==> config.mk <==
export PLATFORM = sky130hd
export DESIGN_NAME = hle_div
export DESIGN_NICKNAME = d
export VERILOG_FILES = /design/src/rtl/hle_pkg.sv /design/src/rtl/hle_div.sv
export SDC_FILE = /design/constraint.sdc
export NUM_CORES = 1
export LEC_CHECK = 0
export BUFFER_PORTS_ARGS = -buffer_cell sky130_fd_sc_hd__buf_2
export CAP_MARGIN = 20
export CORE_MARGIN = 2
export CORE_UTILIZATION = 39
export DETAILED_ROUTE_END_ITERATION = 10
export GPL_ROUTABILITY_DRIVEN = 0
export PLACE_DENSITY = 0.63
export SYNTH_ARGS = -nofsm -noshare
export SYNTH_HDL_FRONTEND = slang
export SYNTH_SLANG_ARGS = --single-unit
export TNS_END_PERCENT = 50
==> constraint.sdc <==
create_clock -name clk -period 2.55 [get_ports clk]
set_input_delay 0.1275 -clock clk [delete_from_list [all_inputs] [get_ports clk]]
set_output_delay 0.1275 -clock clk [all_outputs]
set_load 0.02 [all_outputs]
==> src/rtl/hle_pkg.sv <==
// hle_pkg: constants, codes and shared types of the harmonic level extractor
// no dependencies; used by every other file of the block

package hle_pkg;

	localparam int BIN_AW        = 12;
	localparam int MAX_BINS      = 1 << BIN_AW;
	localparam int MAX_HARMONICS = 32;

	localparam int FUND_W  = 23;
	localparam int FREQ_W  = 28;
	localparam int FFT_W   = 14;
	localparam int SR_W    = 18;
	localparam int HC_W    = 6;
	localparam int MAG_W   = 24;
	localparam int BFRAC_W = 8;
	localparam int PROD_W  = FREQ_W + FFT_W;
	localparam int POS_IW  = PROD_W - BFRAC_W;
	localparam int ACC_W   = MAG_W + BFRAC_W;
	localparam int DB_W    = 17;
	localparam int LOG_FW  = 20;
	localparam int EXP_W   = 5;
	localparam int E_BIAS  = 24;
	localparam int LMAG_W  = 25;

	localparam int DB_K_W   = 35;
	localparam int K_LO_W   = 18;
	localparam int DPROD_W  = LMAG_W + K_LO_W;
	localparam int DSUM_W   = LMAG_W + DB_K_W + 1;
	localparam int DB_SHIFT = 44;

	localparam int CFG_IW = 2;
	localparam int CFG_DW = 18;

	localparam logic [FUND_W-1:0] F_LOW_Q8  = FUND_W'(5120);
	localparam logic [FUND_W-1:0] F_HIGH_Q8 = FUND_W'(5120000);

	localparam logic signed [DB_W-1:0] DB_FLOOR = -17'sd51200;
	localparam logic [DB_K_W-1:0]      DB_K     = 35'd25858279730;

	localparam logic [SR_W-1:0]  SR_RESET  = SR_W'(48000);
	localparam logic [FFT_W-1:0] FFT_RESET = FFT_W'(8192);
	localparam logic [HC_W-1:0]  HC_RESET  = HC_W'(16);

	typedef enum logic {
		OP_LOAD    = 1'b0,
		OP_ANALYZE = 1'b1
	} op_t;

	typedef enum logic [CFG_IW-1:0] {
		REG_SAMPLE_RATE    = 2'd0,
		REG_FFT_SIZE       = 2'd1,
		REG_HARMONIC_COUNT = 2'd2
	} cfg_reg_t;

	typedef enum logic [3:0] {
		ST_IDLE,
		ST_MUL,
		ST_DIVGO,
		ST_DIVWAIT,
		ST_RD_LO,
		ST_RD_HI,
		ST_INTERP,
		ST_LOGGO,
		ST_LOGWAIT,
		ST_EMIT
	} hle_state_t;

	typedef enum logic [2:0] {
		DB_IDLE,
		DB_NORM,
		DB_SQ,
		DB_ABS,
		DB_MLO,
		DB_MHI,
		DB_SUM
	} db_state_t;

	typedef struct packed {
		logic              start;
		logic [PROD_W-1:0] dividend;
		logic [SR_W-1:0]   divisor;
	} div_req_t;

	typedef struct packed {
		logic              done;
		logic [PROD_W-1:0] quotient;
	} div_rsp_t;

	typedef struct packed {
		logic             start;
		logic [ACC_W-1:0] mag;
	} db_req_t;

	typedef struct packed {
		logic                   done;
		logic signed [DB_W-1:0] level;
	} db_rsp_t;

endpackage

==> src/rtl/hle_div.sv <==
// hle_div: restoring divider, one quotient bit per cycle
// bin position = product / sample rate; depends on hle_pkg

module hle_div (
	input  logic             clk,
	input  logic             arst_n,
	input  hle_pkg::div_req_t req,
	output hle_pkg::div_rsp_t rsp
);
	import hle_pkg::*;

	localparam int CNT_W = $clog2(PROD_W);

	logic              busy_q;
	logic              done_q;
	logic [CNT_W-1:0]  cnt_q;
	logic [SR_W-1:0]   rem_q;
	logic [SR_W-1:0]   den_q;
	logic [PROD_W-1:0] quo_q;

	logic [SR_W:0]     trial;
	logic [SR_W:0]     diff;
	logic              ge;
	logic              last_step;

	always_comb begin
		trial     = {rem_q, quo_q[PROD_W-1]};
		diff      = trial - {1'b0, den_q};
		ge        = trial >= {1'b0, den_q};
		last_step = cnt_q == CNT_W'(PROD_W - 1);
	end

	always_ff @(posedge clk or negedge arst_n) begin
		if (!arst_n) begin
			busy_q <= 1'b0;
			done_q <= 1'b0;
			cnt_q  <= '0;
		end else begin
			done_q <= busy_q && last_step;
			if (req.start) begin
				busy_q <= 1'b1;
				cnt_q  <= '0;
			end else if (busy_q) begin
				if (last_step) begin
					busy_q <= 1'b0;
				end
				cnt_q <= cnt_q + 1'b1;
			end
		end
	end

	always_ff @(posedge clk) begin
		if (req.start) begin
			quo_q <= req.dividend;
			den_q <= req.divisor;
			rem_q <= '0;
		end else if (busy_q) begin
			rem_q <= ge ? diff[SR_W-1:0] : trial[SR_W-1:0];
			quo_q <= {quo_q[PROD_W-2:0], ge};
		end
	end

	assign rsp.done     = done_q;
	assign rsp.quotient = quo_q;

endmodule

* Yosys cells after proc, flatten, opt, wreduce, memory -nomap -nowiden *
Index checks and enable logic that the tools add are counted.

storage, ports and cells
  bits in registers = 86
  input bits = 63
  output and inout port bits = 43
  logic and storage cells = 20

operators by class
  add/subtract/negate cells = 2
  magnitude comparators = 1
  equality and inequality tests = 1
  muxes and demuxes = 8
  reductions and logical operators = 2

operators by type and width
  operator                                                        count
  42-bit 2-to-1 mux                                               2
  19-bit by 18-bit greater-or-equal comparator with 1-bit output  1
  18-bit 2-to-1 mux                                               1
  18-bit subtractor                                               1
  6-bit 2-to-1 mux                                                2
  6-bit by 1-bit adder with 6-bit output (second input constant)  1
  6-bit equality test (second input constant)                     1
  1-bit 2-to-1 mux                                                3
  2-bit nonzero test                                              1
  1-bit logical AND                                               1

* Longest topological paths before layout *
  word-level depth = 4
  depth in mapped cells = 10
  depth with buffers taken out = 10

* Worst setup path before layout *
No wires, ideal clock.

  kind = reg-to-reg
  from = register quo_q[41]
  to = register rem_q[16]
  arrival = 2.444 ns
  slack = -0.032 ns
  cell stages (with the launch flop) = 11
  buffers on the path = 0
  period minus slack after synthesis = 2.582 ns
  path through = edfxtp_1 inv_1 ha_1 inv_1 fa_1 a21o_1 a2111oi_0 o21ai_0 o22ai_1 xor2_1 o221ai_1

between the ends
  cells in the longest elaborated chain, start to end = 2

ends and longest elaborated chain
  what                                                                                                        line                          text
  start: declaration                                                                                          hle_div.sv:19                 logic [PROD_W-1:0] quo_q;
  start signal: assignment                                                                                    hle_div.sv:54                 quo_q <= req.dividend;
  start signal: assignment                                                                                    hle_div.sv:59                 quo_q <= {quo_q[PROD_W-2:0], ge};
  18-bit subtractor / 19-bit by 18-bit greater-or-equal comparator with 1-bit output (equally long branches)  hle_div.sv:28, hle_div.sv:29
  18-bit 2-to-1 mux *                                                                                         hle_div.sv:58                 rem_q <= ge ? diff[SR_W-1:0] : trial[SR_W-1:0];
  end signal: assignment                                                                                      hle_div.sv:58
  end: declaration                                                                                            hle_div.sv:17                 logic [SR_W-1:0] rem_q;

Every way passes the cells marked *; elsewhere a longest branch is shown, timed or not.
A chain may end at the register's enable or synchronous reset.

* Worst setup path after layout *
  from = register den_q[11]
  to = register rem_q[17]

between the ends
  cells in the longest elaborated chain, start to end = 2

ends and longest elaborated chain
  what                                                                                                        line                          text
  start: declaration                                                                                          hle_div.sv:18                 logic [SR_W-1:0] den_q;
  start signal: assignment                                                                                    hle_div.sv:55                 den_q <= req.divisor;
  18-bit subtractor / 19-bit by 18-bit greater-or-equal comparator with 1-bit output (equally long branches)  hle_div.sv:28, hle_div.sv:29
  18-bit 2-to-1 mux *                                                                                         hle_div.sv:58

Marks and branches as above.

==> metrics.md <==
| Metric | Value |
|---|---|
| Status | finished, final reports clean |
| CTS root buf | clkbuf_16 |
| Die W | 112 um |
| CTS Sinks | 86 |
| Final WL | 10700 um |
| Synthesized area | 0.00453 mm2 |
| Initial DRT Pass Iterations | 5 |
| Detailed router's first-iteration violation count | 197 |
| Hold_sp | req[18] |
| Achievable clock frequency | 408 MHz |
| Setup Viol. Count Final | 0 |
| Vias per cell | 5.33 |
| Type of the worst setup path | register to register |
| Total die area | 0.0125 mm2 |
| Worst-path maximum fanout | 9 |
| Commonest cells after routing, fill and taps aside | buf_2, edfxtp_1, mux2_2 |
| Starting density of the core | 39.8% |
| Vias in the first global route | 3623 |
| Max-slew violation count | 0 |
| FF-to-FF Start | den_q[11] |
| First-pass GRT wire length | 17300 um |
| CTS Buf Count | 9 |
| Register area share after synthesis | 52.2% |
| Worst slew pin tran | 0.621 ns |
| Top-level I/O count | 106 |
| Row count | 39 |
| Die H | 112 um |
| Reg-to-reg setup timing slack | 0.10 ns |
| Syn Area/Cell | 11.5 um2 |
| Final hold viol count | 0 |
| Dominant synthesized flop cell | edfxtp_1 |
| Clk buf depth | 2 |
| Max VDD drop | 0.444 mV |
| Commonest non-fill, non-tap cell in the layout | buf_2 |
| Synthesis-stage register bit count | 86 |
| Distinct cells, synth | 59 |
| Async S/R FF share, synth | 9.30% |
| Worst hold path endpoint | quo_q[0] |
| Layout cells sized above 1 | 38.1% |
| Worst min-delay path category | input port to register |
| CP required | 2.80 ns |
| WL per Instance | 15.7 um |
| All-layer global routing usage | 17.2% |
| Final net count | 619 |
| Setup crit end kind | register |
| Total congestion overflow | 0 |
| RR Endpoint | rem_q[17] |
| CTS tree | done |
| Relative slew slack | 58.6% |
| Worst Path Arrival | 2.70 ns |
| Share of the synthesized area in the top cell type | 39.8% |
| Syn nets | 479 |
| Synth Instances | 395 |
| Ant. Diodes | 0 |
| Area Overhead vs Synth | 30.2% |
| Synth area leader | edfxtp_1 |
| DRC | 0 |
| Largest cells by area after synthesis | edfxtp_1, mux2_2, dfxtp_1 |
| Pwr dens | 602 mW/mm2 |
| Antenna violation net count after detailed routing | 0 |
| Pleak | 0.00255 uW |
| Post-synth EDFFs | 60 |
| Clock skew | 0.0124 ns |
| IO buf count | 105 |
| Htree depth | 3 |
| Pin count of the biggest net entering global routing | 55 |
| Dpl cell area | 0.00533 mm2 |
| Max cap viols | 0 |
| Initial antenna violation count | 0 |
| Crit path time final | 2.45 ns |
| Syn. warnings | 0 |
| Via count | 3643 |
| Worst-path clk slew | 0.07 ns |
| Post-DP HPWL | 7580 um |
| Final instance area | 0.00590 mm2 |
| Clk Latency, worst-skew pair | 0.34 ns |
| Critical Path Source Type | register |
| Tcrit/Tclk final | 96.0% |
| Core ar. | 0.0114 mm2 |
| Worst reg-to-reg path cell count | 8 |
| Final Power | 3550 uW |
| Hold path cells | 3 |
-- through the flow --
step | hold slack (ns) | std cells | util [%] | TNS [ns] | setup slack [ns]
floorplan | -0.168 | 395 | - | 0 | 0.0102
global placement | -0.0218 | 647 | 46.9 | 0 | 0.0353
detailed placement | -0.0169 | 647 | 46.9 | -0.0436 | -0.0436
CTS | 0.0681 | 682 | 51.3 | 0 | 0.00194
global route | 0.0768 | 683 | 51.9 | -0.0696 | -0.0666
finish | 0.0816 | 683 | 51.9 | 0 | 0.101
-- what timing repair did --
item	4_1_cts	5_1_grt
hold buffers	19	0
endpoints found under the setup margin	2	8
gates resized for setup	2	15
endpoints found under the hold margin	26	0
pin swaps	1	7
setup buffers	0	1
-- registers in the layout, indices dropped and copies added, names as in the netlist --
name / flops
busy_q: 1
den_q: 18
rem_q: 18
cnt_q: 6
quo_q: 42
done_q: 1
-- layout make-up --
| class | count | area [um2] |
|---|---|---|
| clock inverter | 7 | 81.3 |
| timing repair buffer | 148 | 902 |
| multi-input combinational | 266 | 2060 |
| tap | 143 | 179 |
| inverter | 24 | 90.1 |
| fill | 1029 | 5470 |
| sequential | 86 | 2360 |
| clock buffer | 9 | 225 |
-- Yosys cell counts, types with 4 or more instances --
cell type	number
buf_2	5
a211oi_1	5
dfxtp_1	18
ha_1	20
xor2_1	10
inv_1	23
a31oi_1	7
xnor2_1	5
nor3_1	4
and2_1	4
nor2_1	28
nand3_1	15
dfrtp_1	8
nand2_1	30
a311oi_1	7
a21o_1	6
clkbuf_1	11
o21bai_1	4
a21oi_1	13
o21ai_0	10
edfxtp_1	60
mux2_2	41
-- routing by layer --
| layer | track usage (%) | vias to the layer above | share of wire (%) |
|---|---|---|---|
| met3 | 5.01 | 20 | 7.1 |
| met4 | 7.41 | 0 | 2.2 |
| met5 | 0 | - | 0 |
| met1 | 21.9 | 1730 | 45 |
| li1 | - | 1762 | - |
| met2 | 27.3 | 131 | 46 |
-- critical path: stages (launching register included) --
cell and delay, ns:
edfxtp_1 0.32, inv_1 0.04, ha_2 0.38, and4_1 0.27, o2111ai_1 0.13, a31o_1 0.26
a31o_4 0.31, or3_1 0.40, a311oi_2 0.24
-- worst max-delay path by stage --
stage	from	slack, ns	to
final	den_q[11]	0.10	rem_q[17]
after global routing	den_q[14]	-0.07	rem_q[17]
after CTS	quo_q[41]	0.002	rem_q[14]
after detailed placement	quo_q[41]	-0.04	rem_q[16]
after global placement	quo_q[41]	0.04	rem_q[16]
after floorplan	quo_q[41]	0.01	rem_q[16]
-- where the power goes --
group	internal, uW	switching (uW)	total [uW]
combinational	259	293	552
clock	773	571	1340
sequential	1610	50.7	1660
-- logic make-up (layout without fill, tap and decap cells) --
logic type / Yosys count / in the layout / share of synthesized area [%]
flip-flops: 86 / 86 / 52.2
XOR/XNOR: 15 / 15 / 2.90
multiplexers: 44 / 44 / 10.9
buffers and inverters: 43 / 188 / 3.87
AO/OA/AOI/OAI: 83 / 83 / 13.4
adder cells (fa/ha/maj): 21 / 21 / 5.97
AND/OR/NAND/NOR: 103 / 103 / 10.9
Note: power is estimated with default switching activity, not from simulation.
