--- config.mk ---
export PLATFORM = sky130hd
export DESIGN_NAME = hle_db
export DESIGN_NICKNAME = d
export VERILOG_FILES = /design/src/rtl/hle_pkg.sv /design/src/rtl/hle_db.sv
export SDC_FILE = /design/constraint.sdc
export NUM_CORES = 2
export LEC_CHECK = 0
export BUFFER_PORTS_ARGS = -buffer_cell sky130_fd_sc_hd__buf_2
export CAP_MARGIN = 20
export CORE_MARGIN = 2
export CORE_UTILIZATION = 45
export DETAILED_ROUTE_END_ITERATION = 6
export GPL_ROUTABILITY_DRIVEN = 0
export SYNTH_ARGS = -nofsm -noshare
export SYNTH_HDL_FRONTEND = slang
export SYNTH_SLANG_ARGS = --single-unit
--- constraint.sdc ---
create_clock -name clk -period 10.9 [get_ports clk]
set_input_delay 0 -clock clk [delete_from_list [all_inputs] [get_ports clk]]
set_output_delay 0 -clock clk [all_outputs]
set_load 0.01 [all_outputs]
--- src/rtl/hle_pkg.sv ---
// hle_pkg: constants, codes and shared types of the harmonic level extractor
// no dependencies; used by every other file of the block

package hle_pkg;

	localparam int BIN_AW        = 12;
	localparam int MAX_BINS      = 1 << BIN_AW;
	localparam int MAX_HARMONICS = 32;

	localparam int FUND_W  = 23;
	localparam int FREQ_W  = 28;
	localparam int FFT_W   = 14;
	localparam int SR_W    = 18;
	localparam int HC_W    = 6;
	localparam int MAG_W   = 24;
	localparam int BFRAC_W = 8;
	localparam int PROD_W  = FREQ_W + FFT_W;
	localparam int POS_IW  = PROD_W - BFRAC_W;
	localparam int ACC_W   = MAG_W + BFRAC_W;
	localparam int DB_W    = 17;
	localparam int LOG_FW  = 20;
	localparam int EXP_W   = 5;
	localparam int E_BIAS  = 24;
	localparam int LMAG_W  = 25;

	localparam int DB_K_W   = 35;
	localparam int K_LO_W   = 18;
	localparam int DPROD_W  = LMAG_W + K_LO_W;
	localparam int DSUM_W   = LMAG_W + DB_K_W + 1;
	localparam int DB_SHIFT = 44;

	localparam int CFG_IW = 2;
	localparam int CFG_DW = 18;

	localparam logic [FUND_W-1:0] F_LOW_Q8  = FUND_W'(5120);
	localparam logic [FUND_W-1:0] F_HIGH_Q8 = FUND_W'(5120000);

	localparam logic signed [DB_W-1:0] DB_FLOOR = -17'sd51200;
	localparam logic [DB_K_W-1:0]      DB_K     = 35'd25858279730;

	localparam logic [SR_W-1:0]  SR_RESET  = SR_W'(48000);
	localparam logic [FFT_W-1:0] FFT_RESET = FFT_W'(8192);
	localparam logic [HC_W-1:0]  HC_RESET  = HC_W'(16);

	typedef enum logic {
		OP_LOAD    = 1'b0,
		OP_ANALYZE = 1'b1
	} op_t;

	typedef enum logic [CFG_IW-1:0] {
		REG_SAMPLE_RATE    = 2'd0,
		REG_FFT_SIZE       = 2'd1,
		REG_HARMONIC_COUNT = 2'd2
	} cfg_reg_t;

	typedef enum logic [3:0] {
		ST_IDLE,
		ST_MUL,
		ST_DIVGO,
		ST_DIVWAIT,
		ST_RD_LO,
		ST_RD_HI,
		ST_INTERP,
		ST_LOGGO,
		ST_LOGWAIT,
		ST_EMIT
	} hle_state_t;

	typedef enum logic [2:0] {
		DB_IDLE,
		DB_NORM,
		DB_SQ,
		DB_ABS,
		DB_MLO,
		DB_MHI,
		DB_SUM
	} db_state_t;

	typedef struct packed {
		logic              start;
		logic [PROD_W-1:0] dividend;
		logic [SR_W-1:0]   divisor;
	} div_req_t;

	typedef struct packed {
		logic              done;
		logic [PROD_W-1:0] quotient;
	} div_rsp_t;

	typedef struct packed {
		logic             start;
		logic [ACC_W-1:0] mag;
	} db_req_t;

	typedef struct packed {
		logic                   done;
		logic signed [DB_W-1:0] level;
	} db_rsp_t;

endpackage

--- src/rtl/hle_db.sv ---
// hle_db: Q8.24 magnitude to level in 1/256 dB
// normalize, log2 by repeated squaring, scale by 20*log10(2); depends on hle_pkg

module hle_db (
	input  logic            clk,
	input  logic            arst_n,
	input  hle_pkg::db_req_t req,
	output hle_pkg::db_rsp_t rsp
);
	import hle_pkg::*;

	localparam int SQ_CNT_W = $clog2(LOG_FW);
	localparam int L_W      = LOG_FW + EXP_W + 1;
	localparam int KHI_W    = DB_K_W - K_LO_W;
	localparam logic [DSUM_W-1:0] DB_ROUND = DSUM_W'(1) << (DB_SHIFT - 1);

	db_state_t state_q, state_d;

	logic                   done_q;
	logic [ACC_W-1:0]       m_q;
	logic [EXP_W-1:0]       e_q;
	logic [LOG_FW-1:0]      frac_q;
	logic [SQ_CNT_W-1:0]    cnt_q;
	logic [LMAG_W-1:0]      lmag_q;
	logic                   neg_q;
	logic [DPROD_W-1:0]     prod_q;
	logic [DSUM_W-1:0]      acc_q;
	logic signed [DB_W-1:0] level_q;

	logic [2*ACC_W-1:0]     sq;
	logic [ACC_W:0]         sq_top;
	logic                   sq_carry;
	logic [ACC_W-1:0]       sq_next;
	logic [EXP_W:0]         ex;
	logic [L_W-1:0]         l_val;
	logic [L_W-1:0]         l_abs;
	logic [DSUM_W-1:0]      sum;
	logic [DB_W-1:0]        r;
	logic                   zero_start;

	always_comb begin
		sq         = m_q * m_q;
		sq_top     = sq[2*ACC_W-1:ACC_W-1];
		sq_carry   = sq_top[ACC_W];
		sq_next    = sq_carry ? sq_top[ACC_W:1] : sq_top[ACC_W-1:0];
		ex         = {1'b0, e_q} - (EXP_W+1)'(E_BIAS);
		l_val      = {ex, frac_q};
		l_abs      = l_val[L_W-1] ? (~l_val + 1'b1) : l_val;
		sum        = acc_q + {prod_q, {K_LO_W{1'b0}}};
		r          = sum[DSUM_W-1:DB_SHIFT];
		zero_start = req.start && (req.mag == '0);
	end

	always_comb begin
		state_d = state_q;
		unique case (state_q)
			DB_IDLE: if (req.start && !zero_start) state_d = DB_NORM;
			DB_NORM: if (m_q[ACC_W-1]) state_d = DB_SQ;
			DB_SQ:   if (cnt_q == SQ_CNT_W'(LOG_FW - 1)) state_d = DB_ABS;
			DB_ABS:  state_d = DB_MLO;
			DB_MLO:  state_d = DB_MHI;
			DB_MHI:  state_d = DB_SUM;
			DB_SUM:  state_d = DB_IDLE;
			default: state_d = DB_IDLE;
		endcase
	end

	always_comb begin
		rsp.done  = done_q;
		rsp.level = level_q;
	end

	always_ff @(posedge clk or negedge arst_n) begin
		if (!arst_n) begin
			state_q <= DB_IDLE;
			done_q  <= 1'b0;
		end else begin
			state_q <= state_d;
			done_q  <= (state_q == DB_IDLE && zero_start) || state_q == DB_SUM;
		end
	end

	always_ff @(posedge clk) begin
		case (state_q)
			DB_IDLE: begin
				if (req.start) begin
					m_q   <= req.mag;
					e_q   <= EXP_W'(ACC_W - 1);
					cnt_q <= '0;
					if (zero_start) begin
						level_q <= DB_FLOOR;
					end
				end
			end
			DB_NORM: begin
				if (!m_q[ACC_W-1]) begin
					m_q <= {m_q[ACC_W-2:0], 1'b0};
					e_q <= e_q - 1'b1;
				end
			end
			DB_SQ: begin
				m_q    <= sq_next;
				frac_q <= {frac_q[LOG_FW-2:0], sq_carry};
				cnt_q  <= cnt_q + 1'b1;
			end
			DB_ABS: begin
				lmag_q <= l_abs[LMAG_W-1:0];
				neg_q  <= l_val[L_W-1];
			end
			DB_MLO: begin
				prod_q <= lmag_q * DB_K[K_LO_W-1:0];
			end
			DB_MHI: begin
				acc_q  <= DSUM_W'(prod_q) + DB_ROUND;
				prod_q <= DPROD_W'(lmag_q * DB_K[DB_K_W-1:K_LO_W]);
			end
			DB_SUM: begin
				level_q <= neg_q ? $signed(-r) : $signed(r);
			end
			default: begin
			end
		endcase
	end

endmodule

# Word-level counts from Yosys, hierarchy flattened
# Index checks and enable logic that the tools add are counted.
# totals
wordCells,73
ff_bits,213
out_inout_bits,18
# op_classes
mul,3
n_addsub,7
reduce_logical,18
n_mux,19
n_bitwise,1
n_eq_ne,13
# op_table
cell,n
2-to-1 mux 32 bit,3
one-hot mux 32 bit (3 select lines),1
one-hot mux 43 bit (2 select lines),1
"multiplier 25 x 17 -> 42 bit, second input constant",2
multiplier 32 x 32 -> 64 bit,1
adder 61 bit,1
2-to-1 mux 17 bit,3
"adder 43 x 44 -> 45 bit, second input constant",1
one-hot mux 17 bit (2 select lines),1
zero test 32 bit,1
"adder 25 x 1 -> 25 bit, second input constant",1
2-to-1 mux 25 bit,1
inverter 25 bit,1
one-hot mux 5 bit (2 select lines),2
one-hot mux 3 bit (6 select lines),1
negator 17 bit,1
2-to-1 mux 5 bit,3
"inequality test 2 bit, second input constant",6
AND reduction 3 bit,4
"equality test 3 bit, second input constant",3
2-to-1 mux 3 bit,3
nonzero test 2 bit,4
"equality test 3 x 2 -> 1 bit, second input constant",2
"subtractor 5 x 5 -> 6 bit, second input constant",1
other kinds (10),13

# Depth between registers and ports, before layout
# logic_depth
depth_word,6
ltp_mapped,32

# Worst setup path before layout
# No wires, ideal clock.
# synth_path
kind,flip-flop to flip-flop
startpoint,register m_q[15]
endpoint,"register m_q[18], data pin"
slack_ns,3.106
setup_ns,0.265
stages_incl_launch_ff,31
synth_period_minus_slack_ns,7.794
required_ns,10.635
t_arrival_ns,7.529
path_cell_list,edfxtp_1 clkbuf_1 clkbuf_1 nand2_1 fa_1 inv_1 fa_1 inv_1 fa_1 fa_1 inv_1 fa_1 inv_1 fa_1 inv_1 fa_1 fa_1 ha_1 clkbuf_2 nor3_1 o21ai_0 nand3_1 o311ai_2 o2111ai_1 o2111ai_2 a221oi_2 xor2_1 buf_6 buf_6 mux2i_1 o21ai_1
# synth_via
elab_chain_len,3
# synth_rtl
element,line_no,source
"start, declared",hle_db.sv:20,logic [ACC_W-1:0] m_q;
"start signal, assigned",hle_db.sv:87,m_q <= req.mag;
"start signal, assigned",hle_db.sv:97,"m_q <= {m_q[ACC_W-2:0], 1'b0};"
"start signal, assigned",hle_db.sv:102,m_q <= sq_next;
multiplier 32 x 32 -> 64 bit,hle_db.sv:42,sq = m_q * m_q;
2-to-1 mux 32 bit,hle_db.sv:45,sq_next = sq_carry ? sq_top[ACC_W:1] : sq_top[ACC_W-1:0];
one-hot mux 32 bit (3 select lines),hle_db.sv:84,case (state_q)
# Every way passes these cells.
# A chain may end at the register's enable or synchronous reset.

# Worst setup path in the final report
# layout_path
startpoint,register m_q[17]
endpoint,"register m_q[6], data pin"
# The elaborated chain is that of the path after synthesis.

==> run metrics <==
Max clock buf depth 2; Seq/Total Area, Yosys 10.9%; row cnt 120; commonest register cell after synthesis edfxtp_1; Tightest Pin Transition about 1.2 ns; area delta synth->final 5.66%; Async S/R FF share, synth 2.26%; cell total after placement between 6000 and 7000; max cap viols 0; Post-CTS Setup Bufs 0; final wirelength 131 mm; Die H 333 microns; area of the die ~110000 sq um; core area approximately 110000 sq um; Synth cell types between 80 and 90; total CTS buffers 17; antenna cells 0; DR DRC count 0; largest net degree at the start of global routing approximately 70; Initial Util 45.5%; crit path max fanout 21; Final Hold Fails 0; Avg Inst Size Synth between 9 and 10 sq um; setup TNS 0 ns; #FFs+latches synth about 180; Syn Nets about 6700; vias in the first global route about 37000; synth warn 0; commonest non-fill, non-tap cell in the layout inv_1; drt first pass iters 5; clk_lat worst skew approximately 0.48 ns; clk sinks between 150 and 200; CP Launch Type flip-flop; # setup viols final 0; chip width about 330 microns; Finished Layout Cells ~6500; # resized after CTS 0; Max-slew headroom ~23%; Wirelength per Cell roughly 20 microns; status complete, no violations; first-pass GRT wire length about 210 mm; maximum clock frequency just over 100 MHz; WS Path Type reg -> reg; CTS tree yes; Hold Path Class in -> reg; worst endpoint required time approximately 11 ns; nets ~6700; IO buf count 52; worst setup margin 1.20 ns; fin crit share 89.0%; fin. max-slew vios 0; Data arrival, critical path between 9 and 10 ns; Fillers around 10000; Critical Path Sink Type flip-flop; CTS H-tree lvls 4; post-route minimum period 9.70 ns; share of post-route cells with drive strength above 1 3.98%; cell count after synthesis just over 5000; Vias/cell 5.30; hold_buf cts 24; HPWL after detailed placement approximately 110 mm; CTS clk-pin slew, worst paths about 0.070 ns; Root Buffer clkbuf_16; post-route ant nets 0; Setup WS pre-CTS ~1.3 ns; R2R cell count 25; unrepaired setup endpoints after global routing false; num ports 53; Post-synth EDFFs 173; initial antenna violation count 2; most frequent cells in the layout 1281 x inv_1, 937 x fa_1, 698 x ha_1; Tot GR Track Use 24.4%; grt ovf 0; hold path cells 3; Vias roughly 34000; Synth Cell Area roughly 50000 sq um; Post-Route Skew around 0.012 ns; detailed router's first-iteration violation count between 2000 and 2500
kinds of logic (layout without fill, tap and decap cells):
logic type      count (synthesis)  count (layout)  share of synthesized area (%)
compound gates                582             582                           7.83
xor+xnor                      184             184                           3.30
fa+ha+maj                    1635            1635                           56.3
buf+inv                      1443            1459                           11.2
flops                         177             177                           10.9
mux                            29              29                          0.608
simple gates                  987             987                           9.88
Yosys cell counts (9+ instances only):
master,instances,area (sq um)
inv_1,1282,4810
fa_1,937,18800
ha_1,698,8730
nand2_1,368,1380
and2_1,226,1410
edfxtp_1,173,5190
nor2_1,164,616
clkbuf_1,146,548
a21oi_1,145,726
o21ai_0,132,661
xor2_1,96,841
xnor2_1,88,771
a21o_1,66,495
nand3_1,47,235
nor3_1,34,170
a22oi_1,28,210
nand4_1,26,163
a211oi_1,25,188
a31oi_1,24,150
mux2i_1,24,240
o21bai_1,23,173
and3_1,20,125
nor2b_1,18,113
nor4_1,17,106
nand2b_1,16,100
o21a_1,15,113
or3_1,15,93.8
o211ai_1,14,105
o31ai_1,14,105
a31o_2,13,114
or2_2,10,62.6
o22ai_1,9,56.3
per-layer routing:
metal | part of all wire [%] | vias up | GRT usage (%) | wire (microns)
met5 | 0.010 | - | 0 | 13
met4 | 2.1 | 2 | 5.31 | 2720
met3 | 7.0 | 138 | 3.94 | 9150
met2 | 46 | 962 | 39.2 | 59400
met1 | 45 | 17300 | 34.8 | 59300
li1 | - | 15800 | - | -
critical path, stage by stage (launching register included):
cell,delay [ns]
edfxtp_1,0.95
buf_4,0.33
nand2_1,0.12
fa_1,0.57
inv_1,0.05
fa_1,0.53
inv_1,0.05
fa_1,0.51
fa_1,0.53
inv_1,0.06
fa_1,0.56
fa_1,0.45
fa_1,0.51
fa_1,0.42
ha_1,0.38
nand4_1,0.34
and4bb_2,0.44
nand3_1,0.09
o311ai_2,0.66
o2111ai_1,0.30
o2111ai_2,0.19
a221oi_2,0.14
xor2_4,0.59
buf_4,0.32
mux2i_1,0.22
o21ai_0,0.12
stage by stage:
stage	hold slack [ns]	utilization (%)	cell area [sq um]
floorplan	-0.296	-	48800
global route	0.0421	48.0	51600
global placement	-0.148	47.2	50700
detailed placement	-0.150	47.2	50700
CTS	0.00435	47.9	51500
finish	0.0494	48.0	51600
registers in the layout, summed over array words and instances (netlist names):
signal,cells
acc_q,25
cnt_q,5
done_q,1
e_q,5
frac_q,20
level_q,17
lmag_q,25
m_q,32
neg_q,1
prod_q,43
state_q,3
final cells by class:
cell class,count,area [sq um],area share [%]
clock buffer,18,429,0.832
clock inverter,14,133,0.257
inverter,1286,4830,9.36
multi-input combinational,3417,38100,73.8
sequential,177,5300,10.3
tap,1403,1760,3.40
timing repair buffer,141,1040,2.02
path summary, 6_finish.rpt:
path                             from    endpoint  slack [ns]
min                           req[19]     m_q[19]        0.05
min reg2reg                prod_q[42]   acc_q[42]        0.49
min in group asynchronous      arst_n      done_q        0.52
max reg2reg                   m_q[17]      m_q[6]        1.20
max                           m_q[17]      m_q[6]        1.20
max in group asynchronous      arst_n  state_q[2]       10.08
Power is left out: the tool's default activity adds up to more than one toggle a clock period on the data nets, which glitch-free logic cannot reach.
